## config.mk

```make
export PLATFORM = sky130hd
export DESIGN_NAME = dual_sensor_fusion_with_history
export DESIGN_NICKNAME = d
export VERILOG_FILES = /design/src/dsf_pkg.sv /design/src/dsf_front.sv /design/src/dsf_queue.sv /design/src/dsf_div.sv /design/src/dsf_back.sv /design/src/dual_sensor_fusion_with_history.sv
export SDC_FILE = /design/constraint.sdc
export NUM_CORES = 1
export LEC_CHECK = 0
export ABC_AREA = 1
export BUFFER_PORTS_ARGS = -buffer_cell sky130_fd_sc_hd__buf_2
export CORE_AREA = 3 3 294 296
export DETAILED_ROUTE_END_ITERATION = 12
export DIE_AREA = 0 0 297 299
export GPL_TIMING_DRIVEN = 0
export SLEW_MARGIN = 5
export SYNTH_ARGS = -nofsm -noshare
export SYNTH_HDL_FRONTEND = slang
export SYNTH_SLANG_ARGS = --single-unit
```

## constraint.sdc

```tcl
create_clock -name clk -period 7 [get_ports clk]
set_clock_uncertainty 0.15 [all_clocks]
set_input_delay 0.35 -clock clk [delete_from_list [all_inputs] [get_ports clk]]
set_output_delay 0.35 -clock clk [all_outputs]
set_load 0.01 [all_outputs]
```

## src/dsf_pkg.sv

```systemverilog
// Shared package of the dual sensor fusion block: widths, codes, the queued item type,
// the configuration register set and the fusion function.
// Depends on nothing; every module of the block imports it.
package dsf_pkg;

	localparam int unsigned VAL_W             = 18;
	localparam int unsigned TEMP_W            = 15;
	localparam int unsigned HUMID_W           = 14;
	localparam int unsigned OFF_W             = 12;
	localparam int unsigned PERIOD_W          = 20;
	localparam int unsigned ERR_W             = 4;
	localparam int unsigned RETRY_W           = 2;
	localparam int unsigned CFG_IDX_W         = 3;
	localparam int unsigned CFG_DATA_W        = 20;
	localparam int unsigned IN_DATA_W         = 32;
	localparam int unsigned IN_USER_W         = 4;
	localparam int unsigned OUT_DATA_W        = 80;
	localparam int unsigned HISTORY_DEPTH_DEF = 5;
	localparam int unsigned QUEUE_DEPTH       = 2;
	localparam int unsigned DIV_STEPS         = 4;

	localparam logic [VAL_W-1:0]    NO_SENSOR_VALUE = 18'h279C4;
	localparam logic [PERIOD_W-1:0] PERIOD_RESET    = 20'd60000;
	localparam logic [RETRY_W-1:0]  RETRY_LIMIT     = 2'd3;
	localparam logic [ERR_W-1:0]    ERROR_LIMIT     = 4'd10;

	localparam logic [1:0] CMD_READ = 2'd0;
	localparam logic [1:0] CMD_TICK = 2'd1;
	localparam logic [1:0] CMD_INIT = 2'd2;

	localparam logic [2:0] OP_NOP       = 3'd0;
	localparam logic [2:0] OP_READ_OK   = 3'd1;
	localparam logic [2:0] OP_READ_FAIL = 3'd2;
	localparam logic [2:0] OP_TICK      = 3'd3;
	localparam logic [2:0] OP_INIT      = 3'd4;

	localparam logic [CFG_IDX_W-1:0] CFG_TEMP_OFF_A  = 3'd0;
	localparam logic [CFG_IDX_W-1:0] CFG_TEMP_OFF_B  = 3'd1;
	localparam logic [CFG_IDX_W-1:0] CFG_HUMID_OFF_A = 3'd2;
	localparam logic [CFG_IDX_W-1:0] CFG_HUMID_OFF_B = 3'd3;
	localparam logic [CFG_IDX_W-1:0] CFG_PERIOD      = 3'd4;

	typedef struct packed {
		logic [2:0]         op;
		logic               sel;
		logic               ok;
		logic [TEMP_W-1:0]  temp;
		logic [HUMID_W-1:0] humid;
	} item_t;

	typedef struct packed {
		logic [OFF_W-1:0]    temp_off_a;
		logic [OFF_W-1:0]    temp_off_b;
		logic [OFF_W-1:0]    humid_off_a;
		logic [OFF_W-1:0]    humid_off_b;
		logic [PERIOD_W-1:0] period;
	} cfg_t;

	// Floor mean of two working sensors, the single working one, or the no-sensor mark.
	function automatic logic [VAL_W-1:0] fuse(input logic w0, input logic w1,
			input logic [VAL_W-1:0] v0, input logic [VAL_W-1:0] v1);
		logic [VAL_W:0] s;
		begin
			s = {v0[VAL_W-1], v0} + {v1[VAL_W-1], v1};
			if (w0 && w1) begin
				fuse = s[VAL_W:1];
			end else if (w0) begin
				fuse = v0;
			end else if (w1) begin
				fuse = v1;
			end else begin
				fuse = NO_SENSOR_VALUE;
			end
		end
	endfunction

endpackage

```

## src/dsf_front.sv

```systemverilog
// Front part: accepts input transactions, classifies them into operations and holds
// the configuration registers. Depends on dsf_pkg.
module dsf_front import dsf_pkg::*; (
	input  logic                  clk,
	input  logic                  arst_n,
	input  logic                  s_axis_tvalid,
	output logic                  s_axis_tready,
	input  logic [IN_DATA_W-1:0]  s_axis_tdata,
	input  logic [IN_USER_W-1:0]  s_axis_tuser,
	input  logic                  cfg_valid,
	output logic                  cfg_ready,
	input  logic [CFG_IDX_W-1:0]  cfg_index,
	input  logic [CFG_DATA_W-1:0] cfg_data,
	input  logic                  q_full,
	output logic                  q_push,
	output item_t                 q_item,
	output cfg_t                  cfg
);

	logic  valid_s1;
	item_t item_s1;
	item_t item_new;
	cfg_t  cfg_q;
	logic  accept;

	assign s_axis_tready = !valid_s1 || !q_full;
	assign accept        = s_axis_tvalid && s_axis_tready;
	assign q_push        = valid_s1 && !q_full;
	assign q_item        = item_s1;
	assign cfg_ready     = 1'b1;
	assign cfg           = cfg_q;

	always_comb begin
		item_new.sel   = s_axis_tuser[2];
		item_new.ok    = s_axis_tuser[3];
		item_new.temp  = s_axis_tdata[TEMP_W-1:0];
		item_new.humid = s_axis_tdata[TEMP_W+HUMID_W-1:TEMP_W];
		case (s_axis_tuser[1:0])
			CMD_READ: begin
				item_new.op = s_axis_tuser[3] ? OP_READ_OK : OP_READ_FAIL;
			end
			CMD_TICK: begin
				item_new.op = OP_TICK;
			end
			CMD_INIT: begin
				item_new.op = OP_INIT;
			end
			default: begin
				item_new.op = OP_NOP;
			end
		endcase
	end

	always_ff @(posedge clk or negedge arst_n) begin
		if (!arst_n) begin
			valid_s1 <= 1'b0;
		end else if (accept) begin
			valid_s1 <= 1'b1;
		end else if (q_push) begin
			valid_s1 <= 1'b0;
		end
	end

	always_ff @(posedge clk) begin
		if (accept) begin
			item_s1 <= item_new;
		end
	end

	always_ff @(posedge clk or negedge arst_n) begin
		if (!arst_n) begin
			cfg_q.temp_off_a  <= '0;
			cfg_q.temp_off_b  <= '0;
			cfg_q.humid_off_a <= '0;
			cfg_q.humid_off_b <= '0;
			cfg_q.period      <= PERIOD_RESET;
		end else if (cfg_valid && cfg_ready) begin
			case (cfg_index)
				CFG_TEMP_OFF_A: begin
					cfg_q.temp_off_a <= cfg_data[OFF_W-1:0];
				end
				CFG_TEMP_OFF_B: begin
					cfg_q.temp_off_b <= cfg_data[OFF_W-1:0];
				end
				CFG_HUMID_OFF_A: begin
					cfg_q.humid_off_a <= cfg_data[OFF_W-1:0];
				end
				CFG_HUMID_OFF_B: begin
					cfg_q.humid_off_b <= cfg_data[OFF_W-1:0];
				end
				CFG_PERIOD: begin
					cfg_q.period <= cfg_data[PERIOD_W-1:0];
				end
				default: begin
				end
			endcase
		end
	end

endmodule

```

## src/dsf_queue.sv

```systemverilog
// Short first-in first-out queue of classified items between the front and back parts.
// Depends on dsf_pkg for the item type and depth.
module dsf_queue import dsf_pkg::*; (
	input  logic  clk,
	input  logic  arst_n,
	input  logic  push,
	input  item_t push_item,
	input  logic  pop,
	output item_t head_item,
	output logic  full,
	output logic  empty
);

	localparam int unsigned PTR_W = (QUEUE_DEPTH > 1) ? $clog2(QUEUE_DEPTH) : 1;
	localparam int unsigned CNT_W = $clog2(QUEUE_DEPTH + 1);
	localparam logic [PTR_W-1:0] PTR_LAST = PTR_W'(QUEUE_DEPTH - 1);

	item_t            slot_q [QUEUE_DEPTH];
	logic [PTR_W-1:0] wr_ptr_q;
	logic [PTR_W-1:0] rd_ptr_q;
	logic [CNT_W-1:0] count_q;

	assign full      = (count_q == CNT_W'(QUEUE_DEPTH));
	assign empty     = (count_q == '0);
	assign head_item = slot_q[rd_ptr_q];

	always_ff @(posedge clk or negedge arst_n) begin
		if (!arst_n) begin
			wr_ptr_q <= '0;
			rd_ptr_q <= '0;
			count_q  <= '0;
		end else begin
			if (push) begin
				wr_ptr_q <= (wr_ptr_q == PTR_LAST) ? '0 : wr_ptr_q + PTR_W'(1);
			end
			if (pop) begin
				rd_ptr_q <= (rd_ptr_q == PTR_LAST) ? '0 : rd_ptr_q + PTR_W'(1);
			end
			if (push && !pop) begin
				count_q <= count_q + CNT_W'(1);
			end else if (pop && !push) begin
				count_q <= count_q - CNT_W'(1);
			end
		end
	end

	always_ff @(posedge clk) begin
		if (push) begin
			slot_q[wr_ptr_q] <= push_item;
		end
	end

endmodule

```

## src/dsf_div.sv

```systemverilog
// Sequential signed floor divider of a history sum by a small slot count,
// several quotient bits per cycle. Depends on dsf_pkg.
module dsf_div import dsf_pkg::*; #(
	parameter int unsigned SUM_W = 21,
	parameter int unsigned CNT_W = 3
) (
	input  logic             clk,
	input  logic             arst_n,
	input  logic             start,
	input  logic [SUM_W-1:0] sum,
	input  logic [CNT_W-1:0] divisor,
	output logic             done,
	output logic [VAL_W-1:0] quot
);

	localparam int unsigned DIV_W  = ((SUM_W + DIV_STEPS - 1) / DIV_STEPS) * DIV_STEPS;
	localparam int unsigned ROUNDS = DIV_W / DIV_STEPS;
	localparam int unsigned RND_W  = $clog2(ROUNDS + 1);

	logic [DIV_W-1:0] dvd_q;
	logic [DIV_W-1:0] dvd_nx;
	logic [CNT_W:0]   rem_q;
	logic [CNT_W:0]   rem_nx;
	logic [CNT_W-1:0] dvs_q;
	logic             neg_q;
	logic [RND_W-1:0] rnd_q;
	logic             busy_q;
	logic             done_q;
	logic [SUM_W-1:0] mag;
	logic [VAL_W-1:0] q_adj;

	assign mag = sum[SUM_W-1] ? (~sum + SUM_W'(1)) : sum;

	always_comb begin
		rem_nx = rem_q;
		dvd_nx = dvd_q;
		for (int k = 0; k < DIV_STEPS; k++) begin
			rem_nx = {rem_nx[CNT_W-1:0], dvd_nx[DIV_W-1]};
			dvd_nx = {dvd_nx[DIV_W-2:0], 1'b0};
			if (rem_nx >= {1'b0, dvs_q}) begin
				rem_nx    = rem_nx - {1'b0, dvs_q};
				dvd_nx[0] = 1'b1;
			end
		end
	end

	always_ff @(posedge clk or negedge arst_n) begin
		if (!arst_n) begin
			busy_q <= 1'b0;
			done_q <= 1'b0;
			rnd_q  <= '0;
		end else if (start) begin
			busy_q <= 1'b1;
			done_q <= 1'b0;
			rnd_q  <= RND_W'(ROUNDS);
		end else if (busy_q) begin
			rnd_q <= rnd_q - RND_W'(1);
			if (rnd_q == RND_W'(1)) begin
				busy_q <= 1'b0;
				done_q <= 1'b1;
			end
		end
	end

	always_ff @(posedge clk) begin
		if (start) begin
			dvd_q <= DIV_W'(mag);
			rem_q <= '0;
			dvs_q <= divisor;
			neg_q <= sum[SUM_W-1];
		end else if (busy_q) begin
			dvd_q <= dvd_nx;
			rem_q <= rem_nx;
		end
	end

	// A negative sum with a remainder rounds one further down.
	assign q_adj = dvd_q[VAL_W-1:0] + VAL_W'(rem_q != '0);
	assign quot  = neg_q ? (~q_adj + VAL_W'(1)) : dvd_q[VAL_W-1:0];
	assign done  = done_q;

endmodule

```

## src/dsf_back.sv

```systemverilog
// Back part: carries out queued operations on the sensor state, keeps the history ring,
// walks it for the averages and drives the result register. Depends on dsf_pkg, dsf_div.
module dsf_back import dsf_pkg::*; #(
	parameter int unsigned HISTORY_DEPTH = HISTORY_DEPTH_DEF
) (
	input  logic                  clk,
	input  logic                  arst_n,
	input  item_t                 q_item,
	input  logic                  q_empty,
	output logic                  q_pop,
	input  cfg_t                  cfg,
	output logic                  m_axis_tvalid,
	input  logic                  m_axis_tready,
	output logic [OUT_DATA_W-1:0] m_axis_tdata
);

	localparam int unsigned IDX_W = (HISTORY_DEPTH > 1) ? $clog2(HISTORY_DEPTH) : 1;
	localparam int unsigned CNT_W = $clog2(HISTORY_DEPTH + 1);
	localparam int unsigned SUM_W = VAL_W + CNT_W;
	localparam logic [IDX_W-1:0] IDX_LAST = IDX_W'(HISTORY_DEPTH - 1);

	localparam logic [1:0] ST_IDLE  = 2'd0;
	localparam logic [1:0] ST_WALK  = 2'd1;
	localparam logic [1:0] ST_START = 2'd2;
	localparam logic [1:0] ST_DIV   = 2'd3;

	logic [1:0]          state_q;
	logic [VAL_W-1:0]    last_t_q [2];
	logic [VAL_W-1:0]    last_h_q [2];
	logic [1:0]          work_q;
	logic [RETRY_W-1:0]  rcnt_q [2];
	logic [ERR_W-1:0]    err_q;
	logic [PERIOD_W-1:0] tick_q;
	logic [VAL_W-1:0]    tring_q [HISTORY_DEPTH];
	logic [VAL_W-1:0]    hring_q [HISTORY_DEPTH];
	logic [IDX_W-1:0]    ring_idx_q;
	logic                retry_req_q;
	logic                restart_req_q;
	logic [IDX_W-1:0]    walk_q;
	logic [SUM_W-1:0]    tsum_q;
	logic [SUM_W-1:0]    hsum_q;
	logic [CNT_W-1:0]    tcnt_q;
	logic [CNT_W-1:0]    hcnt_q;
	logic                out_valid_q;
	logic [OUT_DATA_W-1:0] out_data_q;

	logic                sel;
	logic [OFF_W-1:0]    toff;
	logic [OFF_W-1:0]    hoff;
	logic [VAL_W-1:0]    new_t;
	logic [VAL_W-1:0]    new_h;
	logic [RETRY_W-1:0]  rc_inc;
	logic [ERR_W-1:0]    ec_inc;
	logic [PERIOD_W-1:0] tick_inc;
	logic [VAL_W-1:0]    fuse_t;
	logic [VAL_W-1:0]    fuse_h;
	logic [VAL_W-1:0]    slot_t;
	logic [VAL_W-1:0]    slot_h;
	logic                div_start;
	logic                tdone;
	logic                hdone;
	logic [VAL_W-1:0]    tquot;
	logic [VAL_W-1:0]    hquot;
	logic [VAL_W-1:0]    avg_t;
	logic [VAL_W-1:0]    avg_h;
	logic                load;

	assign sel      = q_item.sel;
	assign toff     = sel ? cfg.temp_off_b : cfg.temp_off_a;
	assign hoff     = sel ? cfg.humid_off_b : cfg.humid_off_a;
	assign new_t    = {{(VAL_W-TEMP_W){q_item.temp[TEMP_W-1]}}, q_item.temp}
		+ {{(VAL_W-OFF_W){toff[OFF_W-1]}}, toff};
	assign new_h    = {{(VAL_W-HUMID_W){1'b0}}, q_item.humid}
		+ {{(VAL_W-OFF_W){hoff[OFF_W-1]}}, hoff};
	assign rc_inc   = rcnt_q[sel] + RETRY_W'(1);
	assign ec_inc   = err_q + ERR_W'(1);
	assign tick_inc = tick_q + PERIOD_W'(1);
	assign fuse_t   = fuse(work_q[0], work_q[1], last_t_q[0], last_t_q[1]);
	assign fuse_h   = fuse(work_q[0], work_q[1], last_h_q[0], last_h_q[1]);
	assign slot_t   = tring_q[walk_q];
	assign slot_h   = hring_q[walk_q];

	assign q_pop     = (state_q == ST_IDLE) && !q_empty;
	assign div_start = (state_q == ST_START);
	assign load      = (state_q == ST_DIV) && tdone && hdone
		&& (!out_valid_q || m_axis_tready);
	assign avg_t     = (tcnt_q == '0) ? fuse_t : tquot;
	assign avg_h     = (hcnt_q == '0) ? fuse_h : hquot;

	dsf_div #(.SUM_W(SUM_W), .CNT_W(CNT_W)) u_div_t (
		.clk     (clk),
		.arst_n  (arst_n),
		.start   (div_start),
		.sum     (tsum_q),
		.divisor (tcnt_q),
		.done    (tdone),
		.quot    (tquot)
	);

	dsf_div #(.SUM_W(SUM_W), .CNT_W(CNT_W)) u_div_h (
		.clk     (clk),
		.arst_n  (arst_n),
		.start   (div_start),
		.sum     (hsum_q),
		.divisor (hcnt_q),
		.done    (hdone),
		.quot    (hquot)
	);

	always_ff @(posedge clk or negedge arst_n) begin
		if (!arst_n) begin
			state_q       <= ST_IDLE;
			last_t_q[0]   <= '0;
			last_t_q[1]   <= '0;
			last_h_q[0]   <= '0;
			last_h_q[1]   <= '0;
			work_q        <= '0;
			rcnt_q[0]     <= '0;
			rcnt_q[1]     <= '0;
			err_q         <= '0;
			tick_q        <= '0;
			ring_idx_q    <= '0;
			retry_req_q   <= 1'b0;
			restart_req_q <= 1'b0;
			walk_q        <= '0;
			tsum_q        <= '0;
			hsum_q        <= '0;
			tcnt_q        <= '0;
			hcnt_q        <= '0;
			for (int i = 0; i < HISTORY_DEPTH; i++) begin
				tring_q[i] <= '0;
				hring_q[i] <= '0;
			end
		end else begin
			case (state_q)
				ST_IDLE: begin
					if (q_pop) begin
						retry_req_q   <= 1'b0;
						restart_req_q <= 1'b0;
						walk_q        <= '0;
						tsum_q        <= '0;
						hsum_q        <= '0;
						tcnt_q        <= '0;
						hcnt_q        <= '0;
						state_q       <= ST_WALK;
						case (q_item.op)
							OP_READ_OK: begin
								if (work_q[sel]) begin
									last_t_q[sel] <= new_t;
									last_h_q[sel] <= new_h;
									err_q         <= '0;
									rcnt_q[sel]   <= '0;
								end
							end
							OP_READ_FAIL: begin
								if (work_q[sel]) begin
									if (rc_inc >= RETRY_LIMIT) begin
										work_q[sel] <= 1'b0;
										rcnt_q[sel] <= '0;
									end else begin
										rcnt_q[sel] <= rc_inc;
										retry_req_q <= 1'b1;
									end
									if (ec_inc > ERROR_LIMIT) begin
										err_q         <= '0;
										restart_req_q <= 1'b1;
									end else begin
										err_q <= ec_inc;
									end
								end
							end
							OP_INIT: begin
								work_q[sel] <= q_item.ok;
								rcnt_q[sel] <= '0;
							end
							OP_TICK: begin
								if (tick_inc >= cfg.period) begin
									tick_q              <= '0;
									tring_q[ring_idx_q] <= fuse_t;
									hring_q[ring_idx_q] <= fuse_h;
									ring_idx_q <= (ring_idx_q == IDX_LAST) ? '0
										: ring_idx_q + IDX_W'(1);
								end else begin
									tick_q <= tick_inc;
								end
							end
							default: begin
							end
						endcase
					end
				end
				ST_WALK: begin
					if (slot_t != '0) begin
						tsum_q <= tsum_q + {{CNT_W{slot_t[VAL_W-1]}}, slot_t};
						tcnt_q <= tcnt_q + CNT_W'(1);
					end
					if (slot_h != '0) begin
						hsum_q <= hsum_q + {{CNT_W{slot_h[VAL_W-1]}}, slot_h};
						hcnt_q <= hcnt_q + CNT_W'(1);
					end
					if (walk_q == IDX_LAST) begin
						state_q <= ST_START;
					end else begin
						walk_q <= walk_q + IDX_W'(1);
					end
				end
				ST_START: begin
					state_q <= ST_DIV;
				end
				ST_DIV: begin
					if (load) begin
						state_q <= ST_IDLE;
					end
				end
				default: begin
					state_q <= ST_IDLE;
				end
			endcase
		end
	end

	always_ff @(posedge clk or negedge arst_n) begin
		if (!arst_n) begin
			out_valid_q <= 1'b0;
		end else if (load) begin
			out_valid_q <= 1'b1;
		end else if (m_axis_tready) begin
			out_valid_q <= 1'b0;
		end
	end

	always_ff @(posedge clk) begin
		if (load) begin
			out_data_q <= {restart_req_q, retry_req_q, err_q, work_q[1], work_q[0],
				avg_h, avg_t, fuse_h, fuse_t};
		end
	end

	assign m_axis_tvalid = out_valid_q;
	assign m_axis_tdata  = out_data_q;

endmodule

```

## src/dual_sensor_fusion_with_history.sv

```systemverilog
// Path: an accepted transaction is registered in the front part, waits in the queue and is
// taken by the back part, which walks the history ring, starts both dividers and loads the
// result register once they are done and the output is free. The back part takes a new
// transaction only after that load; the front part and the queue can hold further ones.
// Reset: arst_n clears all sensor state, the history ring, the queue and the configuration
// registers at once; the history period returns to 60000 ticks.
module dual_sensor_fusion_with_history import dsf_pkg::*; #(
	parameter int unsigned HISTORY_DEPTH = HISTORY_DEPTH_DEF
) (
	input  logic                  clk,
	input  logic                  arst_n,
	input  logic                  s_axis_tvalid,
	output logic                  s_axis_tready,
	// temp_sample [14:0], humid_sample [28:15], zero [31:29]
	input  logic [IN_DATA_W-1:0]  s_axis_tdata,
	// cmd [1:0], sensor_sel [2], read_ok [3]
	input  logic [IN_USER_W-1:0]  s_axis_tuser,
	output logic                  m_axis_tvalid,
	input  logic                  m_axis_tready,
	// fused_temp [17:0], fused_humid [35:18], avg_temp [53:36], avg_humid [71:54],
	// sensor_a_ok [72], sensor_b_ok [73], error_total [77:74], retry_request [78],
	// restart_request [79]
	output logic [OUT_DATA_W-1:0] m_axis_tdata,
	input  logic                  cfg_valid,
	output logic                  cfg_ready,
	input  logic [CFG_IDX_W-1:0]  cfg_index,
	input  logic [CFG_DATA_W-1:0] cfg_data
);

	item_t push_item;
	item_t head_item;
	cfg_t  cfg;
	logic  push;
	logic  pop;
	logic  full;
	logic  empty;

	dsf_front u_front (
		.clk           (clk),
		.arst_n        (arst_n),
		.s_axis_tvalid (s_axis_tvalid),
		.s_axis_tready (s_axis_tready),
		.s_axis_tdata  (s_axis_tdata),
		.s_axis_tuser  (s_axis_tuser),
		.cfg_valid     (cfg_valid),
		.cfg_ready     (cfg_ready),
		.cfg_index     (cfg_index),
		.cfg_data      (cfg_data),
		.q_full        (full),
		.q_push        (push),
		.q_item        (push_item),
		.cfg           (cfg)
	);

	dsf_queue u_queue (
		.clk       (clk),
		.arst_n    (arst_n),
		.push      (push),
		.push_item (push_item),
		.pop       (pop),
		.head_item (head_item),
		.full      (full),
		.empty     (empty)
	);

	dsf_back #(.HISTORY_DEPTH(HISTORY_DEPTH)) u_back (
		.clk           (clk),
		.arst_n        (arst_n),
		.q_item        (head_item),
		.q_empty       (empty),
		.q_pop         (pop),
		.cfg           (cfg),
		.m_axis_tvalid (m_axis_tvalid),
		.m_axis_tready (m_axis_tready),
		.m_axis_tdata  (m_axis_tdata)
	);

endmodule

```

==> Word-level counts from Yosys, hierarchy flattened <==
Memories as Yosys holds them, arrays and structs flattened.
Index checks and enable logic that the tools add are counted.
{ "totals": {"register_bits": 602, "ram_bits": 68, "input_bits": 64, "out_inout_bits": 83, "elab_cells": 331, "n_memories": 1} }
{ "classes": {"add_sub_neg": 33, "order_cmp": 18, "n_eq_ne": 27, "mux": 122, "n_bitwise": 11, "reduce_logical": 59} }
{ "mem_list": {"columns": ["name", "depth", "word_bits", "read_ports", "rd_clocked_by_memory_dff", "write_ports", "line", "rtl"], "rows": [
  ["u_queue.slot_q", 2, 34, 1, 0, 1, "dsf_queue.sv:18", "item_t slot_q [QUEUE_DEPTH];"]
]} }
{ "ops": {"columns": ["operator", "count"], "rows": [
  ["$mux 18", 16],
  ["$mux 21", 9],
  ["$bwmux 90", 2],
  ["$bmux 18 s3", 2],
  ["$pmux 21 s2", 2],
  ["$bwmux 36", 2],
  ["$demux 18 s3", 1],
  ["$mux 3", 15],
  ["$add 21x1->21 const B", 2],
  ["$add 21x21->21", 2],
  ["$not 21->21", 2],
  ["$add 18x18->19", 2],
  ["$mux 1", 37],
  ["$add 18x1->18", 2],
  ["$add 18x1->18 const B", 2],
  ["$not 18->18", 2],
  ["$reduce_bool 18->1", 2],
  ["$add 15x12->16", 2],
  ["$ge 4x3->1", 8],
  ["$mux 4", 8],
  ["$mux 12", 2],
  ["$mux 2", 12],
  ["$add 20x1->20 const B", 1],
  ["$ge 20x20->1", 1],
  ["other kinds (52)", 134]
]} }

==> Logic depth before layout (Yosys ltp) <==
Gate-level depths: netlist (run 1).
An unclocked memory read counts as a cell.
{ "logic_depth": {"ltp_word": 11, "depth_mapped": 35} }

==> Hierarchy <==
Synthesis (run 1) repeated with hierarchy kept, for this count alone.
{ "hier_totals": {"cells_unflattened": 5109, "area_unflattened_um2": 39591.7} }
{ "by_module_without_submodules": {"columns": ["module", "instances", "cells_each", "area_each_um2", "seq_area_each_um2"], "rows": [
  ["dsf_back", 1, 3532, 25455.7, 10735.3],
  ["dsf_front", 1, 358, 3893.7, 2756.4],
  ["dsf_div (u_back.u_div_t)", 1, 554, 3734.8, 1016.0],
  ["dsf_div (u_back.u_div_h)", 1, 534, 3696.0, 1016.0],
  ["dsf_queue", 1, 131, 2811.4, 2142.1]
]} }

==> Worst setup path before layout (run 1) <==
OpenSTA, ideal clock, no wires.
{ "synth_timing": {"path_kind": "register to register", "start": "reg u_back.u_div_h.dvs_q[1]", "end": "reg u_back.u_div_h.dvd_q[0] (data pin)", "setup_ns": 0.269, "arrival_ns": 4.378, "setup_slack_ns": 2.203, "stages_incl_launch_ff": 31, "synth_period_minus_slack_ns": 4.797, "path_cell_list": "edfxtp_1 > inv_1 > fa_1 > nand2_1 > nand2_1 > inv_1 > nand2_1 > o21ai_0 > inv_1 > ha_1 > nand2_1 > nor2_1 > nor3_1 > nand3_1 > nand2_1 > o21a_1 > inv_1 > fa_1 > nand2_1 > a21oi_1 > nand3_1 > nand2_1 > o21ai_0 > inv_1 > fa_1 > inv_1 > a21oi_1 > inv_1 > nand4_1 > nand2_1 > o21ai_0"} }
{ "synth_between": {"elab_chain_cells": 10} }
{ "synth_rtl": {"columns": ["item", "line", "rtl"], "rows": [
  ["start: declaration", "dsf_div.sv:24", "logic [CNT_W-1:0] dvs_q;"],
  ["start signal: assignment", "dsf_div.sv:69", "dvs_q <= divisor;"],
  ["$ge 4x3->1 or $sub 3x3->3 (tied branches)", "dsf_div.sv:40, dsf_div.sv:41", null],
  ["$mux 3", "dsf_div.sv:40", "if (rem_nx >= {1'b0, dvs_q}) begin"],
  ["$ge 4x3->1 or $sub 3x3->3 (tied branches)", "dsf_div.sv:40, dsf_div.sv:41", null],
  ["$mux 3", "dsf_div.sv:40", null],
  ["$ge 4x3->1 or $sub 3x3->3 (tied branches)", "dsf_div.sv:40, dsf_div.sv:41", null],
  ["$mux 3", "dsf_div.sv:40", null],
  ["$ge 4x3->1 *", "dsf_div.sv:40", null],
  ["$mux 1 *", "dsf_div.sv:40", null],
  ["$mux 21 *", "dsf_div.sv:71", "end else if (busy_q) begin"],
  ["$mux 21 *", "dsf_div.sv:66", "if (start) begin"],
  ["end signal: assignment", "dsf_div.sv:67", "dvd_q <= DIV_W'(mag);"],
  ["end signal: assignment", "dsf_div.sv:72", "dvd_q <= dvd_nx;"],
  ["end: declaration", "dsf_div.sv:20", "logic [DIV_W-1:0] dvd_q;"]
]} }
Mark *: on every way between the ends. The rest lies on a longest branch, timed or not. The select of a mux whose other input is x is not followed.
A chain may end at the register's enable or synchronous reset.

==> Worst setup path after layout (run 1) <==
{ "layout_timing": {"start": "reg u_back.u_div_t.dvs_q[1]", "end": "reg u_back.u_div_t.dvd_q[0] (data pin)"} }
{ "layout_between": {"elab_chain_cells": 10} }
{ "layout_rtl": {"columns": ["item", "line"], "rows": [
  ["start: declaration", "dsf_div.sv:24"],
  ["start signal: assignment", "dsf_div.sv:69"],
  ["$ge 4x3->1 or $sub 3x3->3 (tied branches)", "dsf_div.sv:40, dsf_div.sv:41"],
  ["$mux 3", "dsf_div.sv:40"],
  ["$ge 4x3->1 or $sub 3x3->3 (tied branches)", "dsf_div.sv:40, dsf_div.sv:41"],
  ["$mux 3", "dsf_div.sv:40"],
  ["$ge 4x3->1 or $sub 3x3->3 (tied branches)", "dsf_div.sv:40, dsf_div.sv:41"],
  ["$mux 3", "dsf_div.sv:40"],
  ["$ge 4x3->1 *", "dsf_div.sv:40"],
  ["$mux 1 *", "dsf_div.sv:40"],
  ["$mux 21 *", "dsf_div.sv:71"],
  ["$mux 21 *", "dsf_div.sv:66"],
  ["end signal: assignment", "dsf_div.sv:67"],
  ["end signal: assignment", "dsf_div.sv:72"],
  ["end: declaration", "dsf_div.sv:20"]
]} }
Marked as above.

==> flow_summary.json, run 1 <==
{
  "dieHeight_microns": 299,
  "grt_pass1_vias": 31731,
  "ctsResizeCount": 0,
  "maxSlewHeadroom": 0.0577,
  "insertion_delay_ns": 0.66,
  "synth_seq_area_share": 0.470,
  "final_cell_mix": "1640 x nand2_1, 443 x o21ai_0, 410 x inv_1",
  "grt_max_degree": 105,
  "grt_pass1_wl_mm": 181,
  "synth_cell_types": 66,
  "gr-total-overflow": 0,
  "cp_max_fo": 6,
  "outcome": "complete, no violations",
  "fill_cells": 8167,
  "regArea_sq_um": 17700,
  "fin_crit_ns": 5.76,
  "cts_max_path_buffers": 3,
  "core_sq_um": 83800,
  "area_delta_synth_final_pct": 15.3,
  "rows": 106,
  "cp_data_required_time_ns": 7.21,
  "synthXorXnorAreaFrac": 0.0300,
  "synth_edf_count": 232,
  "setup_viol_count_final": 0,
  "layout_commonest_cell": "nand2_1",
  "grt_use_total": 0.258,
  "fin_nets": 5281,
  "fmax_ghz": 0.174,
  "cts_tree": "done",
  "synth-simple-area-share": 0.262,
  "maxSlewViolCount": 0,
  "max_stage_delay_ns": 0.48,
  "endpoint_kind": "flip-flop",
  "p_int_mw": 7.20,
  "synth.area.mux_share": 0.000532,
  "synth_compound_area_frac": 0.108,
  "io_buffer_count": 142,
  "p_switching_mw": 2.65,
  "pin_count": 147,
  "comb_power_share": 0.119,
  "switching_share": 0.269,
  "hold_viol_final": 0,
  "wl_mm": 115,
  "drc": 0,
  "syn-instance-count": 4737,
  "htree_num_levels": 3,
  "rsz0062_at_grt": "false",
  "critPathSlowestCell": "edfxtp_1",
  "worst_slack_ns": 1.24,
  "wl_met3_mm": 5.24,
  "post_drt_via_cell_ratio": 5.23,
  "initialDrtViolationCount": 2315,
  "power.density_nw_per_um2": 227,
  "antenna_found_initial": 0,
  "yosys_most_used_dff": "dfrtp_1",
  "p_clk_frac": 0.437,
  "async_reset_ff_frac": 0.628,
  "tightestPinTransition_ns": 1.41,
  "ant_nets": 0,
  "syn_nets": 4989,
  "hp-class": "primary input to flip-flop",
  "numCtsBuffers": 78,
  "synth.avg_cell_area_sq_um": 7.94,
  "utilization": 0.517,
  "place.gp.congestion": 0.960,
  "synth_fa_ha_area_frac": 0.0653,
  "period_share": 0.822,
  "wl_per_cell_microns": 18.5,
  "crit_type": "flip-flop to flip-flop",
  "holdWs_ns": 0.0426,
  "wl_met2_mm": 55.0,
  "highest_layer": "met4",
  "initial_core_util": 0.449,
  "startpoint_type": "flip-flop",
  "synth_area_sq_um": 37600,
  "layout-drive-gt1-share": 0.0830,
  "fp.dieW_microns": 297,
  "ys_ff_latch": 662,
  "dp_hpwl_mm": 87.1,
  "routedLengthMet1_mm": 51.5,
  "fin_setup_tns_ns": 0,
  "multi_input_area_sq_um": 17600,
  "hold_path_depth": 4,
  "synth_top_family_by_area": "simple AND/OR/NAND/NOR gates",
  "max_cap_viol_count": 0,
  "p_leak_nw": 21.0,
  "cp.arrival_ns": 5.97,
  "yosysWarnings": 0,
  "vias": 32557,
  "cts-root-buf": "clkbuf_16",
  "max-vdd-ir-drop_mv": 0.250,
  "r2r_cells": 30,
  "pre_cts_slack_ns": 1.28,
  "first_pass_iters": 6,
  "clkSinkCount": 662,
  "seqPwrFrac": 0.444,
  "die_area_sq_um": 88800,
  "clkTransAtPathRegs_ns": 0.06,
  "cpMostUsedCell": "nand2_1"
}
cells in the mapped netlist (8+ instances only):
cell type | count | share of area
nand2_1 | 1640 | 0.16
o21ai_0 | 445 | 0.059
inv_1 | 411 | 0.041
dfrtp_1 | 409 | 0.27
nand3_1 | 309 | 0.041
nor2_1 | 284 | 0.028
edfxtp_1 | 232 | 0.19
ha_1 | 174 | 0.058
a21oi_1 | 166 | 0.022
clkbuf_1 | 84 | 0.0084
xor2_1 | 83 | 0.019
nand4_1 | 50 | 0.0083
o21ai_1 | 50 | 0.0067
xnor2_1 | 46 | 0.011
buf_2 | 43 | 0.0057
nor3_1 | 32 | 0.0043
or2_2 | 28 | 0.0047
a31oi_1 | 23 | 0.0038
buf_6 | 14 | 0.0042
dfxtp_1 | 14 | 0.0075
fa_1 | 14 | 0.0075
inv_2 | 14 | 0.0014
nor4_1 | 14 | 0.0023
o22ai_1 | 14 | 0.0023
buf_1 | 13 | 0.0013
a21boi_0 | 12 | 0.0024
a21o_1 | 9 | 0.0018
o211ai_1 | 9 | 0.0018
nand3b_1 | 8 | 0.0016
power groups by stage:
stage               combinational, mW  clock [mW]  sequential (mW)
global route                     1.33        4.54             4.40
floorplan                       0.740           0             4.43
finish                           1.18        4.31             4.38
global placement                 1.10           0             4.46
CTS                              1.18        4.38             4.38
detailed placement               1.15           0             4.45
registers in the layout, indices dropped and copies added (netlist names), 24 cells and up:
register	count
u_front.cfg	68
u_back.tring_q	90
u_back.hring_q	90
u_back.last_h_q	32
u_back.last_t_q	32
u_queue.slot_q	68
u_back.u_div_t.dvd_q	24
u_back.m_axis_tdata	80
u_back.u_div_h.dvd_q	24
u_front.q_item	34
per-stage QoR:
stage	cells	cell area [sq um]	total power, mW
floorplan	4737	37600	5.17
global placement	6013	39700	5.56
detailed placement	6026	40000	5.60
CTS	6229	43400	9.94
global route	6229	43400	10.3
finish	6231	43400	9.86
per-layer routing:
layer,track usage,vias to the layer above
li1,-,16178
met1,0.344,15360
met2,0.441,838
met3,0.0302,181
met4,0.0841,0
met5,0,-
cell type report:
cell class / instances / share of cell area
Sequential cell: 662 / 0.407
Multi-Input combinational cell: 3486 / 0.406
Clock buffer: 104 / 0.0503
Inverter: 429 / 0.0372
Timing Repair Buffer: 212 / 0.0355
Tap cell: 1134 / 0.0327
Buffer: 160 / 0.0180
Clock inverter: 42 / 0.0132
Antenna cell: 2 / 0.000115
final timing paths:
| check | from | end | slack, ns |
|---|---|---|---|
| setup reg to reg | u_back.u_div_t.dvs_q[1] | u_back.u_div_t.dvd_q[0] | 1.24 |
| setup / recovery | u_back.u_div_t.dvs_q[1] | u_back.u_div_t.dvd_q[0] | 1.24 |
| max in group asynchronous | arst_n | u_back.last_h_q[23] | 5.34 |
| hold / removal | cfg_index[1] | u_front.cfg[21] | 0.04 |
| hold reg to reg | u_front.q_item[18] | u_queue.slot_q[0][18] | 0.29 |
| min in group asynchronous | arst_n | u_back.tsum_q[14] | 0.06 |
critical path, delay by kind of cell (launching register included):
kind                       cells  cell delay (ns)
DFF                            1             0.48
AOI/OAI and AO/OA              6             0.86
adders and majority gates      4             1.59
and+or+nand+nor               13             1.69
buffers and inverters          7             0.72
kinds of logic after synthesis:
family                     count (synthesis)
adders and majority gates                188
and+or+nand+nor                         2399
muxes                                      2
DFF                                      662
xor gates and xnor gates                 129
other                                      1
buffers and inverters                    589
AOI/OAI and AO/OA                        767
timing repair:
action / 4_1_cts / 5_1_grt
hold endpoints to repair: 313 / 0
setup endpoints to repair: 0 / 0
buffers inserted: 0 / 0
hold buffers: 57 / 0
(Power assumes the default switching activity.)
==> inputs of run 2 (changes only) <==
- clock period: 7 -> 5.9 ns (I/O delays scaled with it)
==> flow_summary.json, run 2 (same netlist as run 1, synthesis figures left out) <==
{
  "utilization": 0.519,
  "area_delta_synth_final_pct": 15.7,
  "crit_end": "u_back.u_div_h.dvd_q[0]",
  "r2r-start": "u_back.u_div_h.dvs_q[1]",
  "maxSlewHeadroom": 0.0407,
  "hold_path_depth": 6,
  "clkTransAtPathRegs_ns": 0.06,
  "r2r_cells": 30,
  "startpoint_type": "flip-flop",
  "highest_layer": "met4",
  "critPathLaunch": "u_back.u_div_h.dvs_q[1]",
  "drc": 0,
  "pin_count": 147,
  "final_cell_mix": "1640 x nand2_1, 437 x o21ai_0, 409 x dfrtp_1",
  "r2r-end": "u_back.u_div_h.dvd_q[0]",
  "ant_nets": 0,
  "cpMostUsedCell": "nand2_1",
  "tightestPinTransition_ns": 1.43,
  "layout-drive-gt1-share": 0.0855,
  "fmax_ghz": 0.187,
  "power.total_mw": 11.7,
  "outcome": "complete, no violations",
  "grt_pass1_vias": 31752,
  "crit_cells": 30,
  "period_share": 0.907,
  "cp_data_required_time_ns": 6.07,
  "fin_nets": 5297,
  "wl_per_cell_microns": 18.5,
  "rows": 106,
  "cts_max_path_buffers": 3,
  "insertion_delay_ns": 0.66,
  "endpoint_kind": "flip-flop",
  "vias": 32664,
  "r2r_slack_ns": 0.55,
  "crit_type": "flip-flop to flip-flop",
  "initialDrtViolationCount": 2469,
  "cp_max_fo": 6,
  "dieHeight_microns": 299,
  "htree_num_levels": 3,
  "grt_max_degree": 105,
  "p_leak_nw": 21.1,
  "power.density_nw_per_um2": 269,
  "die_area_sq_um": 88800,
  "cts_tree": "done",
  "routedLengthMet1_mm": 51.2,
  "post_drt_via_cell_ratio": 5.23,
  "fin_crit_ns": 5.35,
  "fp.dieW_microns": 297,
  "setup_viol_count_final": 0,
  "critPathSlowestCell": "edfxtp_1",
  "layout_commonest_cell": "nand2_1",
  "max_cap_viol_count": 0,
  "critPathTopFamily": "simple AND/OR/NAND/NOR gates",
  "dp_hpwl_mm": 87.1,
  "wl_met2_mm": 55.0,
  "hp-class": "primary input to flip-flop",
  "core_sq_um": 83800,
  "max-vdd-ir-drop_mv": 0.297,
  "cp.arrival_ns": 5.52,
  "cts-root-buf": "clkbuf_16",
  "gr-total-overflow": 0,
  "io_buffer_count": 142,
  "max_stage_delay_ns": 0.45,
  "clkSinkCount": 662,
  "hold_viol_final": 0,
  "grt_pass1_wl_mm": 182,
  "wl_mm": 116,
  "antenna_found_initial": 0,
  "cp.buffers_inverters": 7,
  "grt_use_total": 0.259,
  "maxSlewViolCount": 0,
  "first_pass_iters": 6,
  "numCtsBuffers": 78,
  "initial_core_util": 0.449,
  "wl_met3_mm": 5.70,
  "place.gp.congestion": 0.960
}
## run 2: changes by cell type in the layout (fill, tap and decap cells not counted)
cell           previous run  this run
dlygate4sd3_1            57        63
o21ai_0                 443       437
inv_2                    15        17
o21ai_1                  52        56
buf_4                     9        19
inv_1                   410       408
o21ai_2                   2         4
## run 2: how the worst min path moves through the flow
stage	startpoint	slack, ns	end
5_1_grt	cfg_valid	0.1	u_front.cfg[21]
3_5_place_dp	arst_n	0.08	u_back.u_div_h.rnd_q[0]
4_1_cts	cfg_valid	0.03	u_front.cfg[22]
3_3_place_gp	u_front.q_item[11]	0.27	u_queue.slot_q[1][11]
6_report	cfg_valid	0.06	u_front.cfg[45]
2_1_floorplan	arst_n	-0.15	u_back.err_q[0]
## run 2: layout make-up
class / count / area, sq um
fillers: 8154 / 40300
flip-flops and latches: 662 / 17700
multi-input cells: 3486 / 17600
clock buffers: 104 / 2180
repair buffers: 228 / 1670
inverters: 429 / 1610
well taps: 1134 / 1420
plain buffers: 160 / 779
clock inverters: 42 / 572
diodes: 2 / 5.00
## run 2: report_power, final
group | internal, mW | switching [mW]
combinational | 0.448 | 0.947
clock | 3.01 | 2.11
sequential | 5.09 | 0.0997
## run 2: repair_timing
item | CTS | global route
hold buffers | 63 | 0
endpoints found under the setup margin | 0 | 10
hold endpoints to repair | 313 | 0
gates resized for setup | 0 | 10
buffers inserted | 0 | 10
## run 2: worst register-to-register path: cells and delay by family, from the launching register on
| kind | cells | cell delay, ns |
|---|---|---|
| AOI/OAI and AO/OA | 6 | 0.75 |
| and+or+nand+nor | 13 | 1.55 |
| DFF | 1 | 0.45 |
| adders and majority gates | 4 | 1.54 |
| buffers and inverters | 7 | 0.62 |
## run 2: layer usage
layer | up-vias | global-route usage
met2 | 926 | 0.441
met3 | 180 | 0.0302
met1 | 15342 | 0.344
li1 | 16216 | -
met5 | - | 0
met4 | 0 | 0.0852
## run 2: metrics by stage
step	instances	setup TNS, ns	worst slack [ns]	hold slack (ns)	instance area [sq um]
floorplan	4737	0	1.10	-0.151	37600
global placement	6013	-1874.92	-4.43	0.272	39700
detailed placement	6026	0	0.182	0.0780	40000
CTS	6235	0	0.144	0.0274	43400
global route	6245	-0.00952	-0.00952	0.0966	43500
finish	6247	0	0.549	0.0644	43500
